## src/design/wgm_pkg.sv

```systemverilog
// Shared types and constants for the weighted glyph matcher.
// Holds the request codes, the controller states, the weight table and the
// command/status structs between controller and datapath. No dependencies.
package wgm_pkg;

   // Default sizing of the glyph table and of one stored feature.
   localparam int DEF_TABLE_DEPTH  = 128;
   localparam int DEF_FEATURE_BITS = 8;

   // Fixed field widths of the stream payloads.
   localparam int NFEAT      = 9;
   localparam int FEAT_IN_W  = 8;
   localparam int INDEX_W    = 7;
   localparam int CODE_W     = 8;
   localparam int SCORE_W    = 15;
   localparam int COUNT_W    = 8;
   localparam int WEIGHT_W   = 6;
   localparam int REQ_DATA_W = 88;
   localparam int RSP_DATA_W = 24;

   // Result for an empty table: a space and the largest score.
   localparam logic [CODE_W-1:0]  EMPTY_CODE = 8'd32;
   localparam logic [SCORE_W-1:0] SCORE_MAX  = 15'h7FFF;

   // Region weights in row-major 3x3 order.
   localparam logic [WEIGHT_W-1:0] FEAT_WEIGHT [NFEAT] = '{
      6'd6,  6'd12, 6'd6,
      6'd12, 6'd48, 6'd12,
      6'd6,  6'd12, 6'd6
   };

   // Request kinds carried on tuser.
   typedef enum logic {
      FUNC_LOAD  = 1'b0,
      FUNC_QUERY = 1'b1
   } func_type;

   // Controller states.
   typedef enum logic [1:0] {
      ST_IDLE,
      ST_SCAN,
      ST_DRAIN
   } state_type;

   // Commands from the controller to the datapath.
   typedef struct packed {
      logic load_wr;    // write the request into the table
      logic q_capture;  // latch query features, clear pointer and best
      logic rd_en;      // read the entry at the scan pointer
      logic out_load;   // move the best match into the response register
   } wgm_cmd_type;

   // Status from the datapath to the controller.
   typedef struct packed {
      logic count_zero; // no entries to search
      logic last_rd;    // the pointer is at the last entry to search
      logic pipe_busy;  // reads or scores still in flight
      logic out_free;   // the response register can take a new result
   } wgm_status_type;

endpackage

```

## src/design/wgm_ctrl.sv

```systemverilog
// Controller state machine for the weighted glyph matcher.
// Sequences load, scan, drain and result hand-off; uses wgm_pkg.
module wgm_ctrl
   import wgm_pkg::*;
(
   input  logic           clock,
   input  logic           reset,
   input  logic           req_tvalid,
   output logic           req_tready,
   input  logic           req_tuser,
   input  wgm_status_type status,
   output wgm_cmd_type    cmd
);

   state_type state_ff;
   state_type state_in;

   // State register.
   always_ff @(posedge clock) begin
      if (reset) begin
         state_ff <= ST_IDLE;
      end else begin
         state_ff <= state_in;
      end
   end

   // Next state and commands.
   always_comb begin
      state_in   = state_ff;
      cmd        = '0;
      req_tready = 1'b0;
      case (state_ff)
         ST_IDLE: begin
            req_tready = 1'b1;
            if (req_tvalid) begin
               if (req_tuser == FUNC_QUERY) begin
                  cmd.q_capture = 1'b1;
                  state_in      = status.count_zero ? ST_DRAIN : ST_SCAN;
               end else begin
                  cmd.load_wr = 1'b1;
               end
            end
         end
         ST_SCAN: begin
            cmd.rd_en = 1'b1;
            if (status.last_rd) begin
               state_in = ST_DRAIN;
            end
         end
         ST_DRAIN: begin
            // Wait until the last score is folded in and the output has room.
            if (!status.pipe_busy && status.out_free) begin
               cmd.out_load = 1'b1;
               state_in     = ST_IDLE;
            end
         end
         default: begin
            state_in = ST_IDLE;
         end
      endcase
   end

endmodule

```

## config.mk

```make
export PLATFORM = sky130hd
export DESIGN_NAME = wgm_ctrl
export DESIGN_NICKNAME = d
export VERILOG_FILES = /design/src/design/wgm_pkg.sv /design/src/design/wgm_ctrl.sv
export SDC_FILE = /design/constraint.sdc
export NUM_CORES = 1
export LEC_CHECK = 0
export BUFFER_PORTS_ARGS = -buffer_cell sky130_fd_sc_hd__buf_4
export CORE_AREA = 4 4 41 43
export CTS_CLUSTER_SIZE = 24
export DETAILED_ROUTE_END_ITERATION = 8
export DIE_AREA = 0 0 45 47
export HOLD_SLACK_MARGIN = 0.08
export MAX_ROUTING_LAYER = met4
export SYNTH_ARGS = -nofsm -noshare
export SYNTH_HDL_FRONTEND = slang
export SYNTH_SLANG_ARGS = --single-unit
```

## constraint.sdc

```tcl
create_clock -name clock -period 2 [get_ports clock]
set_input_delay 0.2 -clock clock [delete_from_list [all_inputs] [get_ports clock]]
set_output_delay 0.2 -clock clock [all_outputs]
set_load 0.1 [all_outputs]
```

==> flow_metrics.env, run 1 <==
export IMPL_status="completed"
export IMPL_power_density_mw_per_mm2=751.8
export IMPL_n_antenna_cell=0
export IMPL_firstDrtPassIters=4
export IMPL_synthAdderAreaFrac=0
export IMPL_drv_slew=0
export IMPL_grt_overflow=0
export IMPL_reg2reg_slack_ns=0.92
export IMPL_core_area_mm2=0.001301
export IMPL_rsz0062_at_grt="no"
export IMPL_antenna_left=0
export IMPL_min_from="reset"
export IMPL_crit_arrival_ns=1.22
export IMPL_finalHoldViolations=0
export IMPL_htree_levels=1
export IMPL_tightest_slew_ns=0.2814
export IMPL_maxSlewHeadroom=0.8122
export IMPL_cp_required_ns=1.80
export IMPL_crit_path_start_kind="flip-flop"
export IMPL_cts_reportedPaths_clkPinSlew_ns=0.03
export IMPL_reg2reg_from="state_ff[0]"
export IMPL_fp_row_count=13
export IMPL_endpoint_kind="output port"
export IMPL_comb_power_share=0.360
export IMPL_synth_xor_area_share=0
export IMPL_clk_path_buf_depth=2
export IMPL_hold_end="state_ff[0]"
export IMPL_crit_path_top_delay_cell="dfxtp_1"
export IMPL_drt_wl_total_um=480
export IMPL_yosysWarnings=0
export IMPL_setup_ws_ns=0.5769
export IMPL_place_ws_ns=0.7950
export IMPL_hold_path_class="in2reg"
export IMPL_cts_resized=0
export IMPL_period_minus_slack_ns=1.423
export IMPL_antenna_found_initial=0
export IMPL_cts_tree="yes"
export IMPL_cts_root_buf="clkbuf_4"
export IMPL_yosys_register_bits=2
export IMPL_finalPower_mw=0.2098
export IMPL_fp_dieArea_mm2=0.002115
export IMPL_numCtsBuffers=3
export IMPL_slowest_delay_ns=0.37
export IMPL_grt_pass1_vias=201
export IMPL_rr_worst_depth=2
export IMPL_holdBufCountCts=0
export IMPL_grtUsageTotal=0.05863
export IMPL_synth_top_family_by_area="simple AND/OR/NAND/NOR gates"
export IMPL_clk_latency_ns=0.22
export IMPL_setup_viol=0
export IMPL_p_clk_frac=0.417
export IMPL_avgSynthCellArea_um2=8.211
export IMPL_synth_top_cell_area_share=0.3048
export IMPL_final_cell_mix="12 x buf_4, 3 x clkbuf_4, 2 x nand2_1, 2 x dfxtp_1"
export IMPL_r2r_end="state_ff[0]"
export IMPL_intPower_mw=0.1308
export IMPL_cp_max_fo=7
export IMPL_synth_top_cell_by_area="dfxtp_1"
export IMPL_largest_registers="state_ff x2"
export IMPL_final_common_cell="buf_4"
export IMPL_grt_max_degree=9
export IMPL_vias=184
export IMPL_ir_drop_mv=0.2280
export IMPL_fin_skew_ns=0.0007137
export IMPL_areaGrowthSynthToFinish_pct=112.4
export IMPL_switching_share=0.3764
export IMPL_largest_register="state_ff"
export IMPL_start_util=0.1010
export IMPL_period_share=0.7115
export IMPL_drc=0
export IMPL_grt_pass1_wl_um=807
export IMPL_hold_depth=2
export IMPL_yosysSeqAreaShare=0.3048
export IMPL_p_switching_mw=0.07896
export IMPL_post_drt_wl_per_cell_um=10.43
export IMPL_place_gp_congestion=0.5255
export IMPL_maxCapViolCount=0
export IMPL_cts_setup_buffers=0
export IMPL_synthSimpleGateAreaFrac=0.5524
export IMPL_netlist_top_cells_area="dfxtp_1 30%, a211oi_2 9.5%, nor4b_1 6.7%"
export IMPL_die_w_um=45
export IMPL_holdWs_ns=0.1457
export IMPL_port_buffers=12
export IMPL_drive_gt1_frac=0.6129
export IMPL_syn_area_um2=131.4
export IMPL_vias_per_cell=4.000
export IMPL_p_seq_frac=0.223
export IMPL_clock_fmax_ghz=0.7027
export IMPL_clkSinkCount=2
export IMPL_critPathKind="reg2out"
export IMPL_path_cells="nor4b_2 > buf_4"
export IMPL_synth_compound_area_frac=0.1429
export IMPL_io_pins=13
export IMPL_synth_cell_types=14
export IMPL_p_leak_nw=0.1183
export IMPL_final_nets=41
export IMPL_largest_reg_flops=2
export IMPL_postSynthCellCount=16
export IMPL_dieHeight_um=47
export IMPL_syn_nets=24
export IMPL_synth_area_mux_share=0
export IMPL_drt_iter0_markers=3
-- cells in the mapped netlist --
master	instances
a31oi_1	1
nand4_1	1
or2b_1	1
dfxtp_1	2
nor2b_1	1
nand3b_1	1
nand2b_1	1
nor2_1	1
nor4b_1	1
nor3_1	1
nor3b_1	1
nand2_1	2
or3_1	1
a211oi_2	1
-- layer usage --
metal  GRT usage  share of wire  up-vias
met3     0.03831          0.067        0
met5           -              0        -
met1     0.05430           0.43       85
met2     0.08192           0.51        8
li1            -              -       91
met4     0.05263              0        0
-- worst max path at each step --
stage,start,to,depth (start not counted)
finish,state_ff[1],cmd[3],2
global route,state_ff[0],cmd[1],2
CTS,state_ff[1],cmd[3],2
detailed placement,state_ff[1],cmd[3],2
global placement,state_ff[1],cmd[3],2
floorplan,state_ff[1],cmd[3],1
-- cell families after synthesis --
| family | after synthesis |
|---|---|
| AO/OA/AOI/OAI | 2 |
| AND/OR/NAND/NOR | 12 |
| flip-flops | 2 |
-- stage by stage --
stage / setup TNS, ns / cells / instance area [um^2] / utilization
6_report: 0 / 46 / 279.0 / 0.2144
5_1_grt: 0 / 46 / 279.0 / 0.2144
4_1_cts: 0 / 46 / 279.0 / 0.2144
3_5_place_dp: 0 / 43 / 256.5 / 0.1971
3_3_place_gp: 0 / 43 / 256.5 / 0.1971
2_1_floorplan: -0.5934 / 16 / 147.6 / -
-- area by class of cell --
cell class,instances,area [um^2]
clock buffers,3,22.52
fillers,148,1022
multi-input cells,14,107.6
flip-flops and latches,2,40.04
well taps,15,18.77
repair buffers,12,90.09
-- worst max-delay path: cells and delay by family, from the launching register on --
family        cells  cell delay [ns]
simple gates      1             0.30
buf+inv           1             0.33
flops             1             0.37
-- power by group through the flow --
stage	combinational, mW	clock (mW)	sequential [mW]
after floorplan	0.0535	0	0.0462
after global placement	0.0759	0	0.0471
after detailed placement	0.0761	0	0.0474
after CTS	0.0762	0.0949	0.0468
after global routing	0.0788	0.101	0.0474
final	0.0755	0.0876	0.0467
Power figures use the tool's default switching activity.
==> run 2: changes to the inputs <==
Clock period 2 ns to 1.3 ns, I/O delays scaled along.
==> run 2 against run 1 <==
  * Setup slack lost 0.53 ns
  * Register-to-register slack lost 0.69 ns
  * Die area is the same
  * Total power is 62% higher
  * Combinational power up 75%
  * Design area increased by 22%
  * Wire length down 0.42%
  * Sequential cell count unchanged
  * Count of clock-buffer cells in the layout did not move
  * Sequential share of layout area fell by 0.38 points
  * Via count down 2.2%
  * Clock power increased by 51%
  * Critical path type unchanged
  * Critical endpoint unchanged
  * Largest power group is now combinational logic
==> flow_metrics.env, run 2 (synthesis results as in run 1) <==
export IMPL_vias_per_cell=3.830
export IMPL_clk_path_buf_depth=2
export IMPL_rsz0062_at_grt="yes"
export IMPL_clock_fmax_ghz=0.7966
export IMPL_tightest_slew_ns=0.2822
export IMPL_cts_tree="yes"
export IMPL_r2r_end="state_ff[0]"
export IMPL_fp_row_count=13
export IMPL_port_buffers=12
export IMPL_grt_pass1_wl_um=821
export IMPL_fin_util=0.2615
export IMPL_clk_latency_ns=0.22
export IMPL_maxCapViolCount=0
export IMPL_largest_reg_flops=2
export IMPL_cp_depth=2
export IMPL_grtUsageTotal=0.06031
export IMPL_critPathLaunch="state_ff[0]"
export IMPL_antenna_left=0
export IMPL_post_drt_wl_per_cell_um=10.17
export IMPL_maxSlewHeadroom=0.8134
export IMPL_grt_overflow=0
export IMPL_cp_endpoint="cmd[3]"
export IMPL_p_leak_nw=0.1323
export IMPL_cp_required_ns=1.17
export IMPL_dp_hpwl_um=406.4
export IMPL_die_w_um=45
export IMPL_largest_registers="state_ff x2"
export IMPL_fin_skew_ns=0.003267
export IMPL_clkSinkCount=2
export IMPL_drive_gt1_frac=0.7188
export IMPL_cts_reportedPaths_clkPinSlew_ns=0.03
export IMPL_power_density_mw_per_mm2=995.5
export IMPL_numCtsBuffers=3
export IMPL_place_ws_ns=0.2240
export IMPL_cp_max_fo=8
export IMPL_largest_register="state_ff"
export IMPL_crit_path_top_delay_cell="dfxtp_4"
export IMPL_firstDrtPassIters=2
export IMPL_ir_drop_mv=0.6808
export IMPL_worst_path_buf_inv=1
export IMPL_path_cells="nor4b_4 > buf_6"
export IMPL_grt_pass1_vias=175
export IMPL_reg2reg_slack_ns=0.23
export IMPL_rr_worst_depth=2
export IMPL_crit_path_start_kind="flip-flop"
export IMPL_drv_slew=0
export IMPL_slowest_delay_ns=0.38
export IMPL_final_nets=42
export IMPL_drc=0
export IMPL_finalHoldViolations=0
export IMPL_cts_setup_buffers=0
export IMPL_setup_viol=0
export IMPL_n_antenna_cell=0
export IMPL_hold_path_class="in2reg"
export IMPL_fp_dieArea_mm2=0.002115
export IMPL_io_pins=13
export IMPL_grt_max_degree=9
export IMPL_dieHeight_um=47
export IMPL_crit_arrival_ns=1.13
export IMPL_cts_root_buf="clkbuf_4"
export IMPL_critPathKind="reg2out"
export IMPL_place_gp_congestion=0.6512
export IMPL_reg2reg_from="state_ff[0]"
export IMPL_setup_ws_ns=0.04463
export IMPL_start_util=0.1010
export IMPL_endpoint_kind="output port"
export IMPL_period_share=0.9657
export IMPL_drt_wl_total_um=478
export IMPL_period_minus_slack_ns=1.255
export IMPL_core_area_mm2=0.001301
export IMPL_htree_levels=1
export IMPL_final_common_cell="buf_4"
export IMPL_cp_top_family="flip-flops"
export IMPL_final_cell_mix="10 x buf_4, 3 x clkbuf_4, 2 x nand2_1, 2 x buf_6, 2 x dfxtp_4"
export IMPL_areaGrowthSynthToFinish_pct=159.0
export IMPL_antenna_found_initial=0
export IMPL_vias=180
export IMPL_drt_iter0_markers=1
export IMPL_status="completed"
run 2: timing repair:
action	in CTS	in global routing
endpoints found under the setup margin	1	2
pin swaps	0	0
gates resized for setup	1	1
endpoints found under the hold margin	1	0
hold buffers	1	0
run 2: per-stage QoR:
stage	cell area (um^2)	cells	hold slack, ns	TNS, ns	power (mW)
after floorplan	191.4	16	0.1854	-0.4012	0.1662
after global placement	300.3	43	0.2942	0	0.2037
after detailed placement	300.3	43	0.2911	0	0.2041
after CTS	336.6	47	0.1934	0	0.3456
after global routing	340.3	47	0.2148	-0.001611	0.3629
final	340.3	47	0.1991	0	0.3388
run 2: layout make-up:
type                    count  area [um^2]
clock buffers               3        22.52
well taps                  15        18.77
repair buffers             13        107.6
flip-flops and latches      2        47.55
fillers                   141        960.9
multi-input cells          14        143.9
run 2: worst min-delay path by stage:
stage                   start           to  slack (ns)  cells past startpoint
floorplan               reset  state_ff[0]        0.19                      1
CTS                 status[2]  state_ff[0]        0.19                      3
detailed placement      reset  state_ff[0]        0.29                      2
global placement        reset  state_ff[0]        0.29                      2
finish              status[2]  state_ff[1]        0.20                      3
global route        status[2]  state_ff[0]        0.21                      3
run 2: layer usage:
layer	track usage	vias to the layer above	share of wire
met2	0.05932	12	0.29
met5	-	-	0
li1	-	95	-
met3	0.03831	0	0.17
met1	0.09070	73	0.54
met4	0.01754	0	0
run 2: where the power goes:
| part | leakage (nW) | internal [mW] | switching [mW] |
|---|---|---|---|
| registers | 0.0178 | 0.0635 | 0.0118 |
| logic | 0.101 | 0.0459 | 0.0858 |
| clock network | 0.0138 | 0.101 | 0.0303 |
| total | 0.132 | 0.211 | 0.128 |
run 2: worst reg2reg max path, stage by stage, from the launching register on:
cell,delay (ns)
dfxtp_4,0.38
or3_1,0.40
a211oi_2,0.21
==> run 3: changes to the inputs <==
Clock period 1.3 ns to 1.2 ns, I/O delays scaled along.
==> run 3 against run 2 <==
  * The flow now finishes with violations (setup timing)
  * Cell count rose by 4.3%
  * Core utilization rose by 4.2 points
  * First-iteration DRC count rose to 3.0 times the previous value
  * Combinational power rose by 23%
  * Sequential cell count did not move
  * Highest routed layer is now met4
  * Non-clock buffer count rose by 2
  * Critical path type unchanged
  * Register-to-register slack got worse by 0.11 ns
  * Sequential power rose by 8.2%
  * Setup slack got worse by 0.089 ns
  * Die area did not move
  * Wire length rose by 11%
  * Worst hold slack got worse by 0.024 ns
==> flow_metrics.env, run 3 (synthesis results as in run 1) <==
export IMPL_status="finished with violations"
export IMPL_violations="setup timing"
export IMPL_final_cell_mix="8 x buf_4, 3 x clkbuf_4"
export IMPL_intPower_mw=0.2441
export IMPL_clk_latency_ns=0.22
export IMPL_drc=0
export IMPL_drt_wl_total_um=531
export IMPL_rsz0062_at_grt="yes"
export IMPL_tightest_slew_ns=0.2001
export IMPL_p_leak_nw=0.1540
export IMPL_maxCapViolCount=0
export IMPL_setup_ws_ns=-0.04481
export IMPL_fin_util=0.3038
export IMPL_critPathKind="reg2out"
export IMPL_grtUsageTotal=0.06194
export IMPL_numCtsBuffers=3
export IMPL_p_clk_frac=0.373
export IMPL_cts_reportedPaths_clkPinSlew_ns=0.03
export IMPL_drv_slew=0
export IMPL_port_buffers=12
export IMPL_nFillCells=147
export IMPL_fp_dieArea_mm2=0.002115
export IMPL_clock_fmax_ghz=0.8033
export IMPL_cp_required_ns=1.08
export IMPL_crit_path_start_kind="flip-flop"
export IMPL_comb_power_share=0.417
export IMPL_die_w_um=45
export IMPL_fin_skew_ns=0.001342
export IMPL_io_pins=13
export IMPL_multi_input_area_um2=143.9
export IMPL_place_ws_ns=0.1117
export IMPL_finalHoldViolations=0
export IMPL_antenna_left=0
export IMPL_dpl_cell_area_um2=300.3
export IMPL_fp_row_count=13
export IMPL_final_common_cell="buf_4"
export IMPL_vias=205
export IMPL_largest_register="state_ff"
export IMPL_maxSlewHeadroom=0.8661
export IMPL_p_switching_mw=0.1445
export IMPL_regArea_um2=47.55
export IMPL_vias_per_cell=4.184
export IMPL_period_minus_slack_ns=1.245
export IMPL_crit_path_top_delay_cell="dfxtp_4"
export IMPL_setup_viol=2
export IMPL_clkSinkCount=2
export IMPL_path_cells="nor4b_4 > buf_6"
export IMPL_endpoint_kind="output port"
export IMPL_power_density_mw_per_mm2=982.8
export IMPL_grt_max_degree=8
export IMPL_period_share=1.037
export IMPL_n_antenna_cell=0
export IMPL_finalPower_mw=0.3886
export IMPL_hold_path_class="in2reg"
export IMPL_firstDrtPassIters=2
export IMPL_dp_hpwl_um=431.7
export IMPL_htree_levels=1
export IMPL_place_gp_congestion=0.7131
export IMPL_largest_reg_flops=2
export IMPL_reg2reg_slack_ns=0.12
export IMPL_final_nets=44
export IMPL_areaGrowthSynthToFinish_pct=201.0
export IMPL_dieHeight_um=47
export IMPL_post_drt_wl_per_cell_um=10.84
export IMPL_largest_registers="state_ff x2"
export IMPL_cp_max_fo=7
export IMPL_slowest_delay_ns=0.38
export IMPL_core_area_mm2=0.001301
export IMPL_crit_arrival_ns=1.12
export IMPL_grt_pass1_wl_um=834
export IMPL_grt_overflow=0
export IMPL_p_seq_frac=0.210
export IMPL_fin_area_um2=395.4
export IMPL_grt_pass1_vias=206
export IMPL_clk_path_buf_depth=2
export IMPL_antenna_found_initial=0
export IMPL_ir_drop_mv=0.4064
export IMPL_start_util=0.1010
export IMPL_switching_share=0.3719
export IMPL_cts_root_buf="clkbuf_4"
export IMPL_drt_iter0_markers=3
export IMPL_cts_tree="yes"
export IMPL_drive_gt1_frac=0.7353
-- run 3: cell count changes in the layout (fill, tap and decap cells not counted), sizes merged --
cell / change
buf: +2
-- run 3: metrics by stage --
step	setup TNS (ns)	cells	hold WS, ns
final	-0.05364	49	0.1747
after detailed placement	0	43	0.2881
after global placement	0	43	0.2816
after floorplan	-0.7406	16	0.1754
after CTS	-0.08660	49	0.1597
after global routing	-0.1396	49	0.1739
-- run 3: metal layers --
layer	vias up	routed length [um]	global-route usage
met3	2	76	0.02682
li1	96	-	-
met1	93	242	0.07256
met5	-	0	-
met4	0	17	0.07018
met2	14	194	0.07062
-- run 3: power by group through the flow --
| stage | Sequential (mW) | Clock (mW) | Combinational [mW] |
|---|---|---|---|
| after floorplan | 0.0810 | 0 | 0.0990 |
| after global placement | 0.0824 | 0 | 0.138 |
| after detailed placement | 0.0828 | 0 | 0.138 |
| after CTS | 0.0813 | 0.155 | 0.157 |
| after global routing | 0.0828 | 0.159 | 0.168 |
| final | 0.0815 | 0.145 | 0.162 |
-- run 3: critical path, delay by kind of cell, from the launching register on --
kind | cells | cell delay [ns]
flip-flops | 1 | 0.38
AND/OR/NAND/NOR | 1 | 0.27
buffers and inverters | 1 | 0.26
-- run 3: timing repair --
item / in CTS / in global routing
buffers inserted: 2 / 0
endpoints found under the setup margin: 3 / 5
hold buffers: 1 / 0
resized for setup: 6 / 3
hold endpoints to repair: 2 / 0
-- run 3: area by class of cell --
cell class / count / area share
Clock buffer: 3 / 0.05696
Timing Repair Buffer: 15 / 0.4114
Multi-Input combinational cell: 14 / 0.3639
Tap cell: 15 / 0.04747
Sequential cell: 2 / 0.1203
-- run 3: worst paths after layout --
| kind | start | end | cells after the start |
|---|---|---|---|
| min reg2reg | state_ff[1] | state_ff[1] | 2 |
| min | status[2] | state_ff[0] | 3 |
| max reg2reg | state_ff[0] | state_ff[0] | 2 |
| max | state_ff[0] | cmd[3] | 2 |
